[src/design/multi_channel_ema_deadband_unit_assert.svh]
// assertion macros for the multi-channel ema deadband unit
`ifndef MULTI_CHANNEL_EMA_DEADBAND_UNIT_ASSERT_SVH
`define MULTI_CHANNEL_EMA_DEADBAND_UNIT_ASSERT_SVH
`ifndef ASSERT_OFF
`define MCED_ASSERT_SAME(label, ante, cons, msg) \
  label: assert property (@(posedge clk) disable iff (!rst_n) (ante) |-> (cons)) \
    else $error(msg);
`define MCED_ASSERT_NEXT(label, ante, cons, msg) \
  label: assert property (@(posedge clk) disable iff (!rst_n) (ante) |=> (cons)) \
    else $error(msg);
`else
`define MCED_ASSERT_SAME(label, ante, cons, msg)
`define MCED_ASSERT_NEXT(label, ante, cons, msg)
`endif
`endif

[src/design/mced_pkg.sv]
// shared constants and types for the multi-channel ema deadband unit
package mced_pkg;

  localparam int CHANNEL_COUNT = 4;
  localparam int SMOOTH_SHIFT  = 2;
  localparam int SAMPLE_BITS   = 12;

  localparam int CH_W     = 2;
  localparam int THR_W    = 12;
  localparam int LAST_W   = SAMPLE_BITS + 1;
  localparam int CFG_IDX_W = 2;
  localparam int CFG_DATA_W = THR_W;

  localparam logic [THR_W-1:0] THR_RESET = THR_W'(16);

  typedef logic [THR_W-1:0] thr_arr_t [CHANNEL_COUNT];

  // one sample beat moving into the channel engine
  typedef struct packed {
    logic                   valid;
    logic [CH_W-1:0]        channel;
    logic [SAMPLE_BITS-1:0] sample;
  } item_t;

  // engine outcome for the beat in flight
  typedef struct packed {
    logic                   report;
    logic [CH_W-1:0]        channel;
    logic [SAMPLE_BITS-1:0] value;
  } result_t;

endpackage

[src/design/mced_cfg_regs.sv]
// per-channel threshold registers behind the write port
module mced_cfg_regs (
  input  logic                          clk,
  input  logic                          rst_n,
  input  logic                          cfg_we,
  input  logic [mced_pkg::CFG_IDX_W-1:0]  cfg_index,
  input  logic [mced_pkg::CFG_DATA_W-1:0] cfg_wdata,
  output mced_pkg::thr_arr_t            thr
);
  import mced_pkg::*;

  thr_arr_t thr_r;

  // write the addressed threshold, ignore indexes past the list
  always_ff @(posedge clk) begin
    for (int i = 0; i < CHANNEL_COUNT; i++) begin
      if (!rst_n) begin
        thr_r[i] <= THR_RESET;
      end else if (cfg_we && (int'(cfg_index) == i)) begin
        thr_r[i] <= cfg_wdata[THR_W-1:0];
      end
    end
  end

  assign thr = thr_r;

endmodule

[src/design/mced_chan_engine.sv]
// per-channel smoothing state, ema update and deadband decision
module mced_chan_engine (
  input  logic                clk,
  input  logic                rst_n,
  input  mced_pkg::item_t     item,
  input  mced_pkg::thr_arr_t  thr,
  output mced_pkg::result_t   res
);
  import mced_pkg::*;

  logic [SAMPLE_BITS-1:0] sm_r   [CHANNEL_COUNT];
  logic [LAST_W-1:0]      last_r [CHANNEL_COUNT];
  logic                   seed_r [CHANNEL_COUNT];

  logic                     in_range;
  logic [SAMPLE_BITS-1:0]   cur_sm;
  logic [LAST_W-1:0]        cur_last;
  logic                     cur_seed;
  logic signed [SAMPLE_BITS:0]   delta;
  logic signed [SAMPLE_BITS:0]   step;
  logic signed [SAMPLE_BITS:0]   sum;
  logic [SAMPLE_BITS-1:0]   new_sm;
  logic signed [SAMPLE_BITS+1:0] dev;
  logic [SAMPLE_BITS+1:0]   dev_abs;
  logic                     hit;
  logic                     upd;

  assign in_range = (int'(item.channel) < CHANNEL_COUNT);
  assign cur_sm   = sm_r[item.channel];
  assign cur_last = last_r[item.channel];
  assign cur_seed = seed_r[item.channel];

  // ema update, arithmetic shift floors negative steps
  always_comb begin
    delta = $signed({1'b0, item.sample}) - $signed({1'b0, cur_sm});
    step  = delta >>> SMOOTH_SHIFT;
    sum   = $signed({1'b0, cur_sm}) + step;
    new_sm = cur_seed ? sum[SAMPLE_BITS-1:0] : item.sample;
  end

  // distance from the last reported value against the threshold
  always_comb begin
    dev     = $signed({2'b00, new_sm}) - $signed({cur_last[LAST_W-1], cur_last});
    dev_abs = dev[SAMPLE_BITS+1] ? (SAMPLE_BITS+2)'(-dev) : dev;
    hit     = (dev_abs >= (SAMPLE_BITS+2)'(thr[item.channel]));
  end

  assign upd = item.valid && in_range;

  assign res.report  = upd && hit;
  assign res.channel = item.channel;
  assign res.value   = new_sm;

  // state write for the beat in flight
  always_ff @(posedge clk) begin
    for (int i = 0; i < CHANNEL_COUNT; i++) begin
      if (!rst_n) begin
        sm_r[i]   <= '0;
        last_r[i] <= '1;
        seed_r[i] <= 1'b0;
      end else if (upd && (int'(item.channel) == i)) begin
        sm_r[i]   <= new_sm;
        seed_r[i] <= 1'b1;
        if (hit) begin
          last_r[i] <= {1'b0, new_sm};
        end
      end
    end
  end

endmodule

[src/design/multi_channel_ema_deadband_unit.sv]
// top level of the multi-channel ema deadband unit
// Usage:
//   Input channel: in_valid / in_stall carry one beat of (in_channel, in_sample).
//   The first sample of a channel seeds its smoothed value; later samples
//   move it by a quarter of the difference, floored.
//   Output channel: out_valid / out_stall carry a beat of (out_report_channel,
//   out_report_value) whenever a channel drifts from its last reported value
//   by at least its threshold. Samples that do not qualify give no beat.
//   Config: cfg_we writes cfg_wdata into threshold register cfg_index
//   (channels 0..3); write only while the block is idle.
// Timing:
//   A sample accepted into the input register is loaded into the result
//   register once that register is free or drains, so out_valid comes
//   straight from the result register. One sample per cycle is sustained
//   while out_stall does not hold a pending result; the limit is the
//   per-channel read-modify-write of the smoothed and last reported state.
// Reset (rst_n low, synchronous): thresholds return to 16, all channels
//   unseeded, last reported = -1 so a first value >= threshold - 1 is reported.
// Stall: while out_stall holds a pending result, the sample in the input
//   register waits and in_stall rises once that register is full.
module multi_channel_ema_deadband_unit (
  input  logic                            clk,
  input  logic                            rst_n,
  input  logic                            in_valid,
  output logic                            in_stall,
  input  logic [mced_pkg::CH_W-1:0]        in_channel,
  input  logic [mced_pkg::SAMPLE_BITS-1:0] in_sample,
  output logic                            out_valid,
  input  logic                            out_stall,
  output logic [mced_pkg::CH_W-1:0]        out_report_channel,
  output logic [mced_pkg::SAMPLE_BITS-1:0] out_report_value,
  input  logic                            cfg_we,
  input  logic [mced_pkg::CFG_IDX_W-1:0]   cfg_index,
  input  logic [mced_pkg::CFG_DATA_W-1:0]  cfg_wdata
);
  import mced_pkg::*;
`include "multi_channel_ema_deadband_unit_assert.svh"

  logic                   in_valid_r;
  logic [CH_W-1:0]        in_channel_r;
  logic [SAMPLE_BITS-1:0] in_sample_r;
  logic                   out_valid_r;
  logic [CH_W-1:0]        out_channel_r;
  logic [SAMPLE_BITS-1:0] out_value_r;

  logic     advance;
  logic     in_take;
  logic     res_fire;
  item_t    item;
  result_t  res;
  thr_arr_t thr;

  // the held sample moves on once the result register is free or drains
  assign advance  = in_valid_r && (!out_valid_r || !out_stall);
  assign in_stall = in_valid_r && !advance;
  assign in_take  = in_valid && !in_stall;
  assign res_fire = res.report;

  assign item.valid   = advance;
  assign item.channel = in_channel_r;
  assign item.sample  = in_sample_r;

  mced_cfg_regs u_cfg (
    .clk       (clk),
    .rst_n     (rst_n),
    .cfg_we    (cfg_we),
    .cfg_index (cfg_index),
    .cfg_wdata (cfg_wdata),
    .thr       (thr)
  );

  mced_chan_engine u_engine (
    .clk   (clk),
    .rst_n (rst_n),
    .item  (item),
    .thr   (thr),
    .res   (res)
  );

  // input register
  always_ff @(posedge clk) begin
    if (!rst_n) begin
      in_valid_r <= 1'b0;
    end else if (in_take) begin
      in_valid_r <= 1'b1;
    end else if (advance) begin
      in_valid_r <= 1'b0;
    end
  end

  always_ff @(posedge clk) begin
    if (in_take) begin
      in_channel_r <= in_channel;
      in_sample_r  <= in_sample;
    end
  end

  // result register
  always_ff @(posedge clk) begin
    if (!rst_n) begin
      out_valid_r <= 1'b0;
    end else if (res_fire) begin
      out_valid_r <= 1'b1;
    end else if (!out_stall) begin
      out_valid_r <= 1'b0;
    end
  end

  always_ff @(posedge clk) begin
    if (res_fire) begin
      out_channel_r <= res.channel;
      out_value_r   <= res.value;
    end
  end

  assign out_valid          = out_valid_r;
  assign out_report_channel = out_channel_r;
  assign out_report_value   = out_value_r;

  // checks
  `MCED_ASSERT_NEXT(a_fire_loads, res_fire, out_valid && (out_report_channel == $past(in_channel_r)), "report beat not loaded")
  `MCED_ASSERT_NEXT(a_drain, out_valid_r && !out_stall && !res_fire, !out_valid_r, "result beat repeated")
  `MCED_ASSERT_NEXT(a_hold_sample, in_valid_r && out_valid_r && out_stall, in_valid_r && $stable(in_sample_r), "held sample lost")
  `MCED_ASSERT_SAME(a_fire_needs_room, res_fire, !out_valid_r || !out_stall, "result overwrote pending beat")

endmodule
[config.mk]
export PLATFORM = sky130hd
export DESIGN_NAME = multi_channel_ema_deadband_unit
export DESIGN_NICKNAME = d
export VERILOG_FILES = /design/src/design/mced_pkg.sv /design/src/design/mced_cfg_regs.sv /design/src/design/mced_chan_engine.sv /design/src/design/multi_channel_ema_deadband_unit.sv
export VERILOG_INCLUDE_DIRS = /design/src /design/src/design
export SDC_FILE = /design/constraint.sdc
export NUM_CORES = 1
export LEC_CHECK = 0
export CAP_MARGIN = 10
export CELL_PAD_IN_SITES_DETAIL_PLACEMENT = 0
export CELL_PAD_IN_SITES_GLOBAL_PLACEMENT = 1
export CORE_MARGIN = 1.5
export CORE_UTILIZATION = 52
export CTS_CLUSTER_DIAMETER = 80
export DETAILED_ROUTE_END_ITERATION = 8
export DONT_BUFFER_PORTS = 1
export PLACE_DENSITY = 0.87
export SYNTH_ARGS = -nofsm -noshare
export SYNTH_HDL_FRONTEND = slang
export SYNTH_SLANG_ARGS = --single-unit
export TNS_END_PERCENT = 100
[constraint.sdc]
create_clock -name clk -period 11.5 [get_ports clk]
set_input_delay 1.725 -clock clk [delete_from_list [all_inputs] [get_ports clk]]
set_output_delay 1.725 -clock clk [all_outputs]
set_load 0.01 [all_outputs]
==> results.sh, run 1 <==
export IMPL_status="complete, no violations"
export IMPL_synthArstFlopShare_pct=0
export IMPL_cp_start_kind="flip-flop"
export IMPL_ctsHoldBuffers=0
export IMPL_htree_levels=4
export IMPL_final_period_utilization_pct=89.56
export IMPL_ys_warn_count=0
export IMPL_synth_nets=991
export IMPL_antenna_found_initial=0
export IMPL_rsz0062_at_grt="no"
export IMPL_viasPerCell=6.071
export IMPL_synth_distinct_cells=68
export IMPL_cpPeakStageDelay_ns=0.99
export IMPL_syn_area_sq_mm=0.009871
export IMPL_die_y_um=140.8
export IMPL_crit_end="u_engine.last_r[1][8]"
export IMPL_areaGrowthSynthToFinish_pct=7.377
export IMPL_diodes=0
export IMPL_gp_congestion=0.8793
export IMPL_timing_rr_end="u_engine.last_r[1][8]"
export IMPL_syn_avg_cell_area_sq_um=10.86
export IMPL_grt_max_degree=49
export IMPL_cts_sinks=184
export IMPL_fin_nets=978
export IMPL_wl_per_cell_um=20.78
export IMPL_io_pins=49
export IMPL_cp_top_family="compound AO/OA/AOI/OAI gates"
export IMPL_report_final_slew_viol_count=0
export IMPL_drt_pass1_iterations=6
export IMPL_cts_resized=0
export IMPL_finalWirelength_um=23750
export IMPL_peakVddDrop_mv=0.1053
export IMPL_initial_utilization_pct=52.95
export IMPL_worst_clock_skew_ns=0.01314
export IMPL_power_density_mw_per_mm2=192.7
export IMPL_postSynthCellCount=909
export IMPL_p_leak_nw=3.880
export IMPL_path_class="flip-flop to flip-flop"
export IMPL_tns_ns=0
export IMPL_first_global_vias=6563
export IMPL_cp_num_buf_inv=2
export IMPL_cp_max_fo=13
export IMPL_coreArea_sq_mm=0.01864
export IMPL_drive_above_1_share_pct=11.33
export IMPL_dp_slack_ns=1.468
export IMPL_rrSetupSlack_ns=1.20
export IMPL_final_setup_viol_count=0
export IMPL_hold_viol_final=0
export IMPL_fin_ws_ns=1.200
export IMPL_ant_nets=0
export IMPL_die_x_um=140.8
export IMPL_cp_required_ns=11.55
export IMPL_synth_seq_cells=184
export IMPL_drcViolationCount=0
export IMPL_routed_via_count=6939
export IMPL_dieArea_sq_mm=0.01982
export IMPL_insertion_delay_ns=0.44
export IMPL_drtIter0Drc=771
export IMPL_ys_flop_type="edfxtp_1"
export IMPL_numCtsBuffers=17
export IMPL_synth_edff_count=130
export IMPL_placementRows=50
export IMPL_ys_seq_area_share_pct=50.50
export IMPL_relSlewSlack_pct=15.82
export IMPL_cts_root_buf="clkbuf_16"
export IMPL_grt_overflow=0
export IMPL_hold_path_class="flip-flop to flip-flop"
export IMPL_max_freq_mhz=97.09
export IMPL_grt_first_pass_wirelength_um=36910
export IMPL_cp_slowest_cell="o21ai_1"
export IMPL_io_buffers=0
export IMPL_critPathMostFrequentCell="a21o_1"
export IMPL_reg2reg_depth=34
export IMPL_cts_tree="built"
export IMPL_cp_arrival_ns=10.35
export IMPL_grt_usage_pct=24.78
export IMPL_path_depth=34
export IMPL_final_min_clock_period_ns=10.30
export IMPL_post_cts_buffers=0
export IMPL_clk_pin_slew_ns=0.08
export IMPL_dp_final_hpwl_um=16690
export IMPL_max_slew_worst_pin_slew_ns=1.254
export IMPL_cp_end_kind="flip-flop"
export IMPL_maxCapViolCount=0
export IMPL_cts_buffer_depth=2
## cell usage after synthesis (7+ instances only)
| master | count | share of area [%] |
|---|---|---|
| a21oi_1 | 71 | 3.6 |
| nand2_1 | 132 | 5.0 |
| o31ai_1 | 7 | 0.53 |
| xnor2_1 | 29 | 2.6 |
| ha_1 | 47 | 6.0 |
| edfxtp_1 | 130 | 40 |
| mux4_2 | 37 | 8.4 |
| o21ai_0 | 21 | 1.1 |
| a21o_1 | 13 | 0.99 |
| dfxtp_1 | 54 | 11 |
| xor2_1 | 9 | 0.80 |
| mux2i_1 | 8 | 0.81 |
| o21a_1 | 9 | 0.68 |
| inv_1 | 59 | 2.2 |
| clkbuf_1 | 32 | 1.2 |
| nand3_1 | 50 | 2.5 |
| nor2_1 | 85 | 3.2 |
## worst reg2reg max path, delay by kind of cell, from the launching register on
family / cells / cell delay, ns
multiplexers: 2 / 1.48
flip-flops: 1 / 0.43
buffers and inverters: 2 / 0.28
AO/OA/AOI/OAI: 19 / 5.24
adder cells (fa/ha/maj): 4 / 1.17
XOR/XNOR: 2 / 0.24
AND/OR/NAND/NOR: 5 / 1.04
## metrics by stage
step / util, % / instance area (sq um) / cells / hold slack (ns) / power (mW)
2_1_floorplan: - / 9871 / 909 / 0.4211 / 1.329
6_report: 56.85 / 10600 / 1143 / 0.4561 / 2.042
4_1_cts: 56.81 / 10590 / 1142 / 0.4554 / 2.039
3_5_place_dp: 53.81 / 10030 / 1110 / 0.4449 / 1.477
5_1_grt: 56.85 / 10600 / 1143 / 0.4703 / 2.142
3_3_place_gp: 53.81 / 10030 / 1110 / 0.4397 / 1.468
## kinds of logic (layout without fill, tap and decap cells)
group	after synthesis	count (layout)	synth area share, %
and+or+nand+nor	312	312	13.83
DFF	184	184	50.50
AOI/OAI and AO/OA	171	171	11.61
buffers and inverters	106	106	4.627
adders and majority gates	50	50	6.465
muxes	48	48	9.596
xor gates and xnor gates	38	38	3.372
## report_power, final
part | total (mW) | internal, mW | switching [mW]
clock | 0.566 | 0.287 | 0.279
sequential | 0.784 | 0.759 | 0.0244
combinational | 0.692 | 0.260 | 0.432
total | 2.04 | 1.31 | 0.735
## registers in the layout, summed over array words and instances, names as in the netlist, named ones only
register,count
u_engine.last_r,52
in_sample_r,12
u_cfg.thr,48
u_engine.seed_r,4
in_channel_r,2
out_valid,1
out_report_channel,2
u_engine.sm_r,48
in_valid_r,1
out_report_value,12
## how the worst min path moves through the flow
| stage | start | to | slack (ns) | cells past startpoint |
|---|---|---|---|---|
| 6_report | u_cfg.thr[27] | u_cfg.thr[27] | 0.46 | 2 |
| 5_1_grt | u_cfg.thr[42] | u_cfg.thr[42] | 0.47 | 2 |
| 4_1_cts | u_cfg.thr[13] | u_cfg.thr[13] | 0.46 | 2 |
| 3_5_place_dp | u_cfg.thr[13] | u_cfg.thr[13] | 0.44 | 2 |
| 3_3_place_gp | u_cfg.thr[5] | u_cfg.thr[5] | 0.44 | 2 |
| 2_1_floorplan | u_engine.last_r[2][12] | u_engine.last_r[2][12] | 0.42 | 1 |
## cell usage in the layout (no fill, tap or decap), types with 3 or more instances in the layout
master and instances:
o31ai_1 7, and3_1 4, nor2b_1 5, a31oi_1 6, dfxtp_1 53, a21o_1 13, nor3_1 4, nand2_1 132
mux4_2 37, ha_1 47, o211a_1 3, nand2b_1 6, xor2_1 9, o21ai_0 18, and2_1 5, o2111a_1 3
a21oi_1 71, o21a_1 9, edfxtp_1 130, mux2i_1 8, nand3_1 50, o31a_1 3, xnor2_1 29, or2_2 5
inv_8 3, o21ai_1 3, o31ai_2 6, nor2_1 85, mux2_2 3, inv_6 7, buf_4 13, inv_1 59
or3_1 4, clkbuf_16 17
## per-layer routing
| metal | GRT usage (%) | part of all wire (%) | up-vias |
|---|---|---|---|
| met5 | 0 | 0 | - |
| met1 | 36.11 | 44 | 3368 |
| li1 | - | - | 3268 |
| met4 | 7.675 | 1.8 | 0 |
| met3 | 5.197 | 8.3 | 27 |
| met2 | 37.39 | 46 | 276 |
## final cells by class
type | count | area [sq um]
Multi-Input combinational cell | 619 | 4429
Clock inverter | 14 | 130.1
Clock buffer | 18 | 429.2
Fill cell | 1548 | 8044
Tap cell | 234 | 292.8
Timing Repair Buffer | 13 | 97.59
Sequential cell | 184 | 4986
Inverter | 61 | 234.0
(Power assumes the default switching activity.)
==> run 2: changes to the inputs <==
--- a/config.mk
+++ b/config.mk
@@ -9,13 +9,14 @@
 export CAP_MARGIN = 10
 export CELL_PAD_IN_SITES_DETAIL_PLACEMENT = 0
 export CELL_PAD_IN_SITES_GLOBAL_PLACEMENT = 1
-export CORE_MARGIN = 1.5
+export CORE_MARGIN = 3
 export CORE_UTILIZATION = 52
 export CTS_CLUSTER_DIAMETER = 80
 export DETAILED_ROUTE_END_ITERATION = 8
 export DONT_BUFFER_PORTS = 1
-export PLACE_DENSITY = 0.87
+export PLACE_DENSITY = 0.86
 export SYNTH_ARGS = -nofsm -noshare
 export SYNTH_HDL_FRONTEND = slang
+export SYNTH_HIERARCHICAL = 1
 export SYNTH_SLANG_ARGS = --single-unit
 export TNS_END_PERCENT = 100
==> results.sh, run 2 <==
export IMPL_rrSetupSlack_ns=1.02
export IMPL_hold_viol_final=0
export IMPL_cts_root_buf="clkbuf_16"
export IMPL_worst_clock_skew_ns=0.01518
export IMPL_max_freq_mhz=95.44
export IMPL_p_leak_nw=4.089
export IMPL_synth_area_top_cells="edfxtp_1 (40%), dfxtp_1 (11%), mux4_2 (8.0%)"
export IMPL_cts_resized=0
export IMPL_io_buffers=0
export IMPL_wl_per_cell_um=20.92
export IMPL_power_density_mw_per_mm2=174.1
export IMPL_syn_avg_cell_area_sq_um=11.50
export IMPL_synth_xor_area_share_pct=3.252
export IMPL_largest_reg_flops=52
export IMPL_viasPerCell=6.222
export IMPL_hp_start="u_cfg/thr[0]"
export IMPL_synthAdderAreaFrac_pct=6.467
export IMPL_layout_common_cells="edfxtp_1 (130), nor2_1 (83), nand2_1 (76)"
export IMPL_die_x_um=143.6
export IMPL_clk_pin_slew_ns=0.07
export IMPL_cp_slowest_cell="nor3_2"
export IMPL_synth_top_cell_area_share_pct=39.64
export IMPL_post_cts_buffers=0
export IMPL_cp_max_fo=16
export IMPL_ys_flop_type="edfxtp_1"
export IMPL_drive_above_1_share_pct=11.55
export IMPL_report_final_slew_viol_count=0
export IMPL_finalWirelength_um=22710
export IMPL_synth_seq_cells=182
export IMPL_timing_rr_start="in_channel_r[0]"
export IMPL_ctsHoldBuffers=0
export IMPL_reg2reg_depth=34
export IMPL_path_class="flip-flop to flip-flop"
export IMPL_final_period_utilization_pct=91.11
export IMPL_synth_top_family_by_area="multiplexers"
export IMPL_final_setup_viol_count=0
export IMPL_tns_ns=0
export IMPL_dieArea_sq_mm=0.02063
export IMPL_grt_max_degree=86
export IMPL_cp_arrival_ns=10.48
export IMPL_synth_top_cells_by_count="edfxtp_1 (130), nor2_1 (83), nand2_1 (76)"
export IMPL_htree_levels=4
export IMPL_grt_overflow=0
export IMPL_die_y_um=143.6
export IMPL_drtIter0Drc=605
export IMPL_cts_tree="built"
export IMPL_placementRows=49
export IMPL_ant_nets=0
export IMPL_synth_nets=937
export IMPL_synth_most_common_cell="edfxtp_1"
export IMPL_synth_compound_area_share_pct=8.512
export IMPL_routed_via_count=6757
export IMPL_grt_usage_pct=22.63
export IMPL_critPathMostFrequentCell="ha_1"
export IMPL_muxShareOfSynthArea_pct=14.28
export IMPL_numCtsBuffers=17
export IMPL_timing_rr_end="u_engine/last_r[1][12]"
export IMPL_design_area_sq_mm=0.01058
export IMPL_synth_edff_count=130
export IMPL_cp_required_ns=11.51
export IMPL_min_to="u_cfg/thr[0]"
export IMPL_drcViolationCount=0
export IMPL_power_mw=1.843
export IMPL_gp_congestion=0.8634
export IMPL_syn_area_sq_mm=0.009848
export IMPL_initial_utilization_pct=53.90
export IMPL_first_global_vias=6596
export IMPL_cts_sinks=182
export IMPL_hold_path_class="flip-flop to flip-flop"
export IMPL_insertion_delay_ns=0.43
export IMPL_synth_distinct_cells=66
export IMPL_status="complete, no violations"
export IMPL_ys_seq_area_share_pct=50.21
export IMPL_rsz0062_at_grt="no"
export IMPL_final_common_cell="edfxtp_1"
export IMPL_largest_register="u_engine/last_r"
export IMPL_synthArstFlopShare_pct=0
export IMPL_hold_depth=2
export IMPL_io_pins=49
export IMPL_max_slew_worst_pin_slew_ns=1.251
export IMPL_dp_final_hpwl_um=16050
export IMPL_utilization_pct=57.93
export IMPL_synth_simple_area_share_pct=12.98
export IMPL_areaGrowthSynthToFinish_pct=7.470
export IMPL_synth_top_cell_by_area="edfxtp_1"
export IMPL_peakVddDrop_mv=0.09715
export IMPL_cp_end_kind="flip-flop"
export IMPL_cp_start_kind="flip-flop"
export IMPL_fin_nets=925
export IMPL_diodes=0
export IMPL_relSlewSlack_pct=16.42
export IMPL_drt_pass1_iterations=5
export IMPL_final_min_clock_period_ns=10.48
export IMPL_cts_buffer_depth=2
export IMPL_cpPeakStageDelay_ns=0.95
export IMPL_maxCapViolCount=0
export IMPL_coreArea_sq_mm=0.01827
export IMPL_critPathLaunch="in_channel_r[0]"
export IMPL_grt_first_pass_wirelength_um=35850
export IMPL_postSynthCellCount=856
export IMPL_placed_cell_area_sq_mm=0.01002
export IMPL_ys_warn_count=6
export IMPL_antenna_found_initial=0
==> run 2: kinds of logic (layout without fill, tap and decap cells) <==
logic type / Yosys count / count (layout)
muxes: 96 / 96
buffers and inverters: 99 / 100
DFF: 182 / 182
and+or+nand+nor: 270 / 270
AOI/OAI and AO/OA: 124 / 124
xor gates and xnor gates: 35 / 35
adders and majority gates: 50 / 50
==> run 2: layout make-up <==
class	instances	area, sq um
repair buffers	14	105.1
clock inverters	14	135.1
inverters	54	202.7
clock buffers	18	429.2
well taps	229	286.5
fillers	1443	7686
flip-flops and latches	182	4945
multi-input cells	575	4481
==> run 2: worst max-delay path: cells and delay by family, from the launching register on <==
family,cells,cell delay [ns]
flip-flops,1,0.77
buffers and inverters,3,0.28
XOR/XNOR,2,0.40
AO/OA/AOI/OAI,14,3.93
adder cells (fa/ha/maj),5,1.48
multiplexers,1,0.64
AND/OR/NAND/NOR,9,2.56
==> run 2: worst max path at each step <==
stage,endpoint,slack (ns)
floorplan,u_engine/last_r[1][0],1.99
global route,u_engine/last_r[1][3],0.25
finish,u_engine/last_r[1][12],1.02
global placement,u_engine/last_r[0][11],1.58
CTS,u_engine/last_r[1][12],1.21
detailed placement,u_engine/last_r[1][11],1.37
==> run 2: per-stage QoR <==
step,hold slack [ns],cells,setup WS (ns)
2_1_floorplan,0.4205,856,1.988
3_3_place_gp,0.4277,1054,1.584
3_5_place_dp,0.4454,1054,1.366
4_1_cts,0.4616,1086,1.213
5_1_grt,0.4875,1086,0.2455
6_report,0.4631,1086,1.023
==> run 2: routing by layer <==
metal	track usage, %	vias up	part of all wire [%]
met5	0	-	0
met4	6.938	0	1.6
met2	34.43	295	46
met1	32.35	3332	43
met3	5.624	19	8.9
li1	-	3111	-
==> run 2: power by group <==
| group | total (mW) | switching (mW) | internal [mW] |
|---|---|---|---|
| Clock | 0.558 | 0.270 | 0.288 |
| Sequential | 0.763 | 0.0187 | 0.744 |
| Combinational | 0.522 | 0.329 | 0.193 |
| Total | 1.84 | 0.618 | 1.23 |
==> run 3: changes to the inputs <==
--- a/config.mk
+++ b/config.mk
@@ -6,11 +6,12 @@
 export SDC_FILE = /design/constraint.sdc
 export NUM_CORES = 1
 export LEC_CHECK = 0
+export ABC_AREA = 1
 export CAP_MARGIN = 10
 export CELL_PAD_IN_SITES_DETAIL_PLACEMENT = 0
 export CELL_PAD_IN_SITES_GLOBAL_PLACEMENT = 1
 export CORE_MARGIN = 3
-export CORE_UTILIZATION = 52
+export CORE_UTILIZATION = 49
 export CTS_CLUSTER_DIAMETER = 80
 export DETAILED_ROUTE_END_ITERATION = 8
 export DONT_BUFFER_PORTS = 1
==> results.sh, run 3 <==
export IMPL_final_common_cell="nand2_1"
export IMPL_hold_path_class="flip-flop to flip-flop"
export IMPL_fin_nets=1206
export IMPL_insertion_delay_ns=0.44
export IMPL_min_to="u_cfg/thr[40]"
export IMPL_grt_max_degree=72
export IMPL_p_leak_nw=4.687
export IMPL_reg2reg_depth=49
export IMPL_synth_area_top_cells="edfxtp_1 (39%), dfxtp_1 (10%), nand2_1 (8.0%)"
export IMPL_first_global_vias=7010
export IMPL_relSlewSlack_pct=23.83
export IMPL_diodes=0
export IMPL_synth_nets=1222
export IMPL_clk_pin_slew_ns=0.08
export IMPL_die_x_um=148.4
export IMPL_power_density_mw_per_mm2=202.0
export IMPL_grt_usage_pct=22.85
export IMPL_ant_nets=0
export IMPL_cp_num_buf_inv=6
export IMPL_io_pins=49
export IMPL_ys_warn_count=6
export IMPL_dieArea_sq_mm=0.02203
export IMPL_post_cts_buffers=0
export IMPL_timing_hold_ws_ns=0.4711
export IMPL_max_freq_mhz=103.8
export IMPL_drive_above_1_share_pct=7.030
export IMPL_largest_reg_flops=52
export IMPL_cts_buffer_depth=2
export IMPL_report_final_slew_viol_count=0
export IMPL_rsz0062_at_grt="no"
export IMPL_cts_sinks=182
export IMPL_ys_flop_type="edfxtp_1"
export IMPL_instances_no_fill=1403
export IMPL_drcViolationCount=0
export IMPL_gp_congestion=0.8798
export IMPL_cp_start_kind="flip-flop"
export IMPL_cts_root_buf="clkbuf_16"
export IMPL_rrSetupSlack_ns=1.87
export IMPL_critPathMostFrequentCell="nand2_1"
export IMPL_postSynthCellCount=1141
export IMPL_drtIter0Drc=948
export IMPL_synth_distinct_cells=47
export IMPL_synth_top_cells_by_count="nand2_1 (211), nor2_1 (159), inv_1 (156)"
export IMPL_synth_xor_area_share_pct=2.644
export IMPL_cp_arrival_ns=9.69
export IMPL_die_y_um=148.4
export IMPL_ys_seq_area_share_pct=49.75
export IMPL_drt_pass1_iterations=5
export IMPL_power_mw=2.173
export IMPL_synth_top_cell_area_share_pct=39.28
export IMPL_final_setup_viol_count=0
export IMPL_maxCapViolCount=0
export IMPL_cts_tree="built"
export IMPL_antenna_found_initial=0
export IMPL_cp_max_fo=39
export IMPL_wl_per_cell_um=17.82
export IMPL_dp_cells=1371
export IMPL_synth_most_common_cell="nand2_1"
export IMPL_syn_avg_cell_area_sq_um=8.710
export IMPL_synthArstFlopShare_pct=0
export IMPL_synth_top_cell_by_area="edfxtp_1"
export IMPL_syn_area_sq_mm=0.009938
export IMPL_coreArea_sq_mm=0.01972
export IMPL_io_buffers=0
export IMPL_hold_viol_final=0
export IMPL_cts_resized=0
export IMPL_synthAdderAreaFrac_pct=6.194
export IMPL_synth_simple_area_share_pct=22.22
export IMPL_dp_slack_ns=2.081
export IMPL_ctsHoldBuffers=0
export IMPL_final_period_utilization_pct=83.77
export IMPL_placementRows=51
export IMPL_initial_utilization_pct=50.40
export IMPL_timing_rr_end="u_engine/last_r[0][6]"
export IMPL_finalWirelength_um=25010
export IMPL_peakVddDrop_mv=0.1256
export IMPL_grt_overflow=0
export IMPL_synth_seq_cells=182
export IMPL_final_min_clock_period_ns=9.633
export IMPL_timing_rr_start="in_channel_r[1]"
export IMPL_numCtsBuffers=17
export IMPL_worst_clock_skew_ns=0.01498
export IMPL_htree_levels=4
export IMPL_dp_final_hpwl_um=17010
export IMPL_synth_edff_count=130
export IMPL_cpPeakStageDelay_ns=0.61
export IMPL_cp_required_ns=11.56
export IMPL_synth_compound_area_share_pct=10.45
export IMPL_cp_top_family="compound AO/OA/AOI/OAI gates"
export IMPL_hp_start="u_cfg/thr[40]"
export IMPL_routed_via_count=7718
export IMPL_cp_slowest_cell="o21ai_1"
export IMPL_largest_register="u_engine/last_r"
export IMPL_areaGrowthSynthToFinish_pct=8.246
export IMPL_cp_end_kind="flip-flop"
export IMPL_status="complete, no violations"
export IMPL_synth_top_family_by_area="simple AND/OR/NAND/NOR gates"
export IMPL_path_class="flip-flop to flip-flop"
export IMPL_muxShareOfSynthArea_pct=0
export IMPL_tns_ns=0
export IMPL_fin_ws_ns=1.867
export IMPL_hold_depth=2
export IMPL_grt_first_pass_wirelength_um=38900
export IMPL_max_slew_worst_pin_slew_ns=1.135
export IMPL_viasPerCell=5.501
export IMPL_layout_common_cells="nand2_1 (210), nor2_1 (158), inv_1 (156)"
==> run 3: changes by cell type after synthesis, sizes merged, moves of 16 or more <==
cell    change
nand2     +146
inv       +107
nor2       +78
nand3      +60
mux2i      -55
mux4       -35
a221oi     +22
a22oi      +22
a22o       +20
nor2b      -17
o31ai      -16
==> run 3: worst register-to-register path, delay by kind of cell (launching register included) <==
family / cells / cell delay, ns
compound gates: 14 / 3.24
xor+xnor: 3 / 0.49
fa+ha+maj: 4 / 1.39
buf+inv: 6 / 1.13
flops: 1 / 0.48
simple gates: 22 / 2.54
==> run 3: metal layers <==
layer	wire length [um]	global-route usage (%)	vias to the layer above
met5	0	0	-
met4	366	5.543	0
met3	2195	4.966	24
met2	10990	33.80	304
met1	11450	34.40	3618
li1	-	-	3772
==> run 3: cell type report <==
| class | count | area [sq um] |
|---|---|---|
| fillers | 1771 | 8960 |
| flip-flops and latches | 182 | 4945 |
| clock buffers | 17 | 425.4 |
| well taps | 265 | 331.6 |
| clock inverters | 15 | 203.9 |
| multi-input cells | 748 | 4134 |
| repair buffers | 14 | 105.1 |
| inverters | 162 | 613.1 |
==> run 3: report_power, final <==
part	switching [mW]	total (mW)	internal [mW]
Clock	0.303	0.606	0.303
Sequential	0.0263	0.787	0.760
Combinational	0.530	0.780	0.250
==> run 3: how the worst max path moves through the flow <==
| stage | from | end | slack (ns) | depth (start not counted) |
|---|---|---|---|---|
| 6_report | in_channel_r[1] | u_engine/last_r[0][6] | 1.87 | 49 |
| 5_1_grt | in_channel_r[1] | u_engine/last_r[0][6] | 1.05 | 49 |
| 4_1_cts | in_channel_r[1] | u_engine/last_r[0][6] | 2.04 | 49 |
| 3_5_place_dp | in_channel_r[1] | u_engine/last_r[0][5] | 2.08 | 49 |
| 3_3_place_gp | in_channel_r[0] | u_engine/last_r[0][2] | 2.27 | 48 |
| 2_1_floorplan | in_channel_r[0] | out_report_channel[0] | 4.28 | 45 |
==> run 3: logic make-up after synthesis <==
family / Yosys count
flops: 182
compound gates: 152
buf+inv: 211
simple gates: 518
xor+xnor: 30
fa+ha+maj: 48
==> run 3: through the flow <==
stage | util, % | instance area (sq um)
after floorplan | - | 9938
after global placement | 51.37 | 10130
after detailed placement | 51.37 | 10130
after CTS | 54.56 | 10760
after global routing | 54.56 | 10760
final | 54.56 | 10760
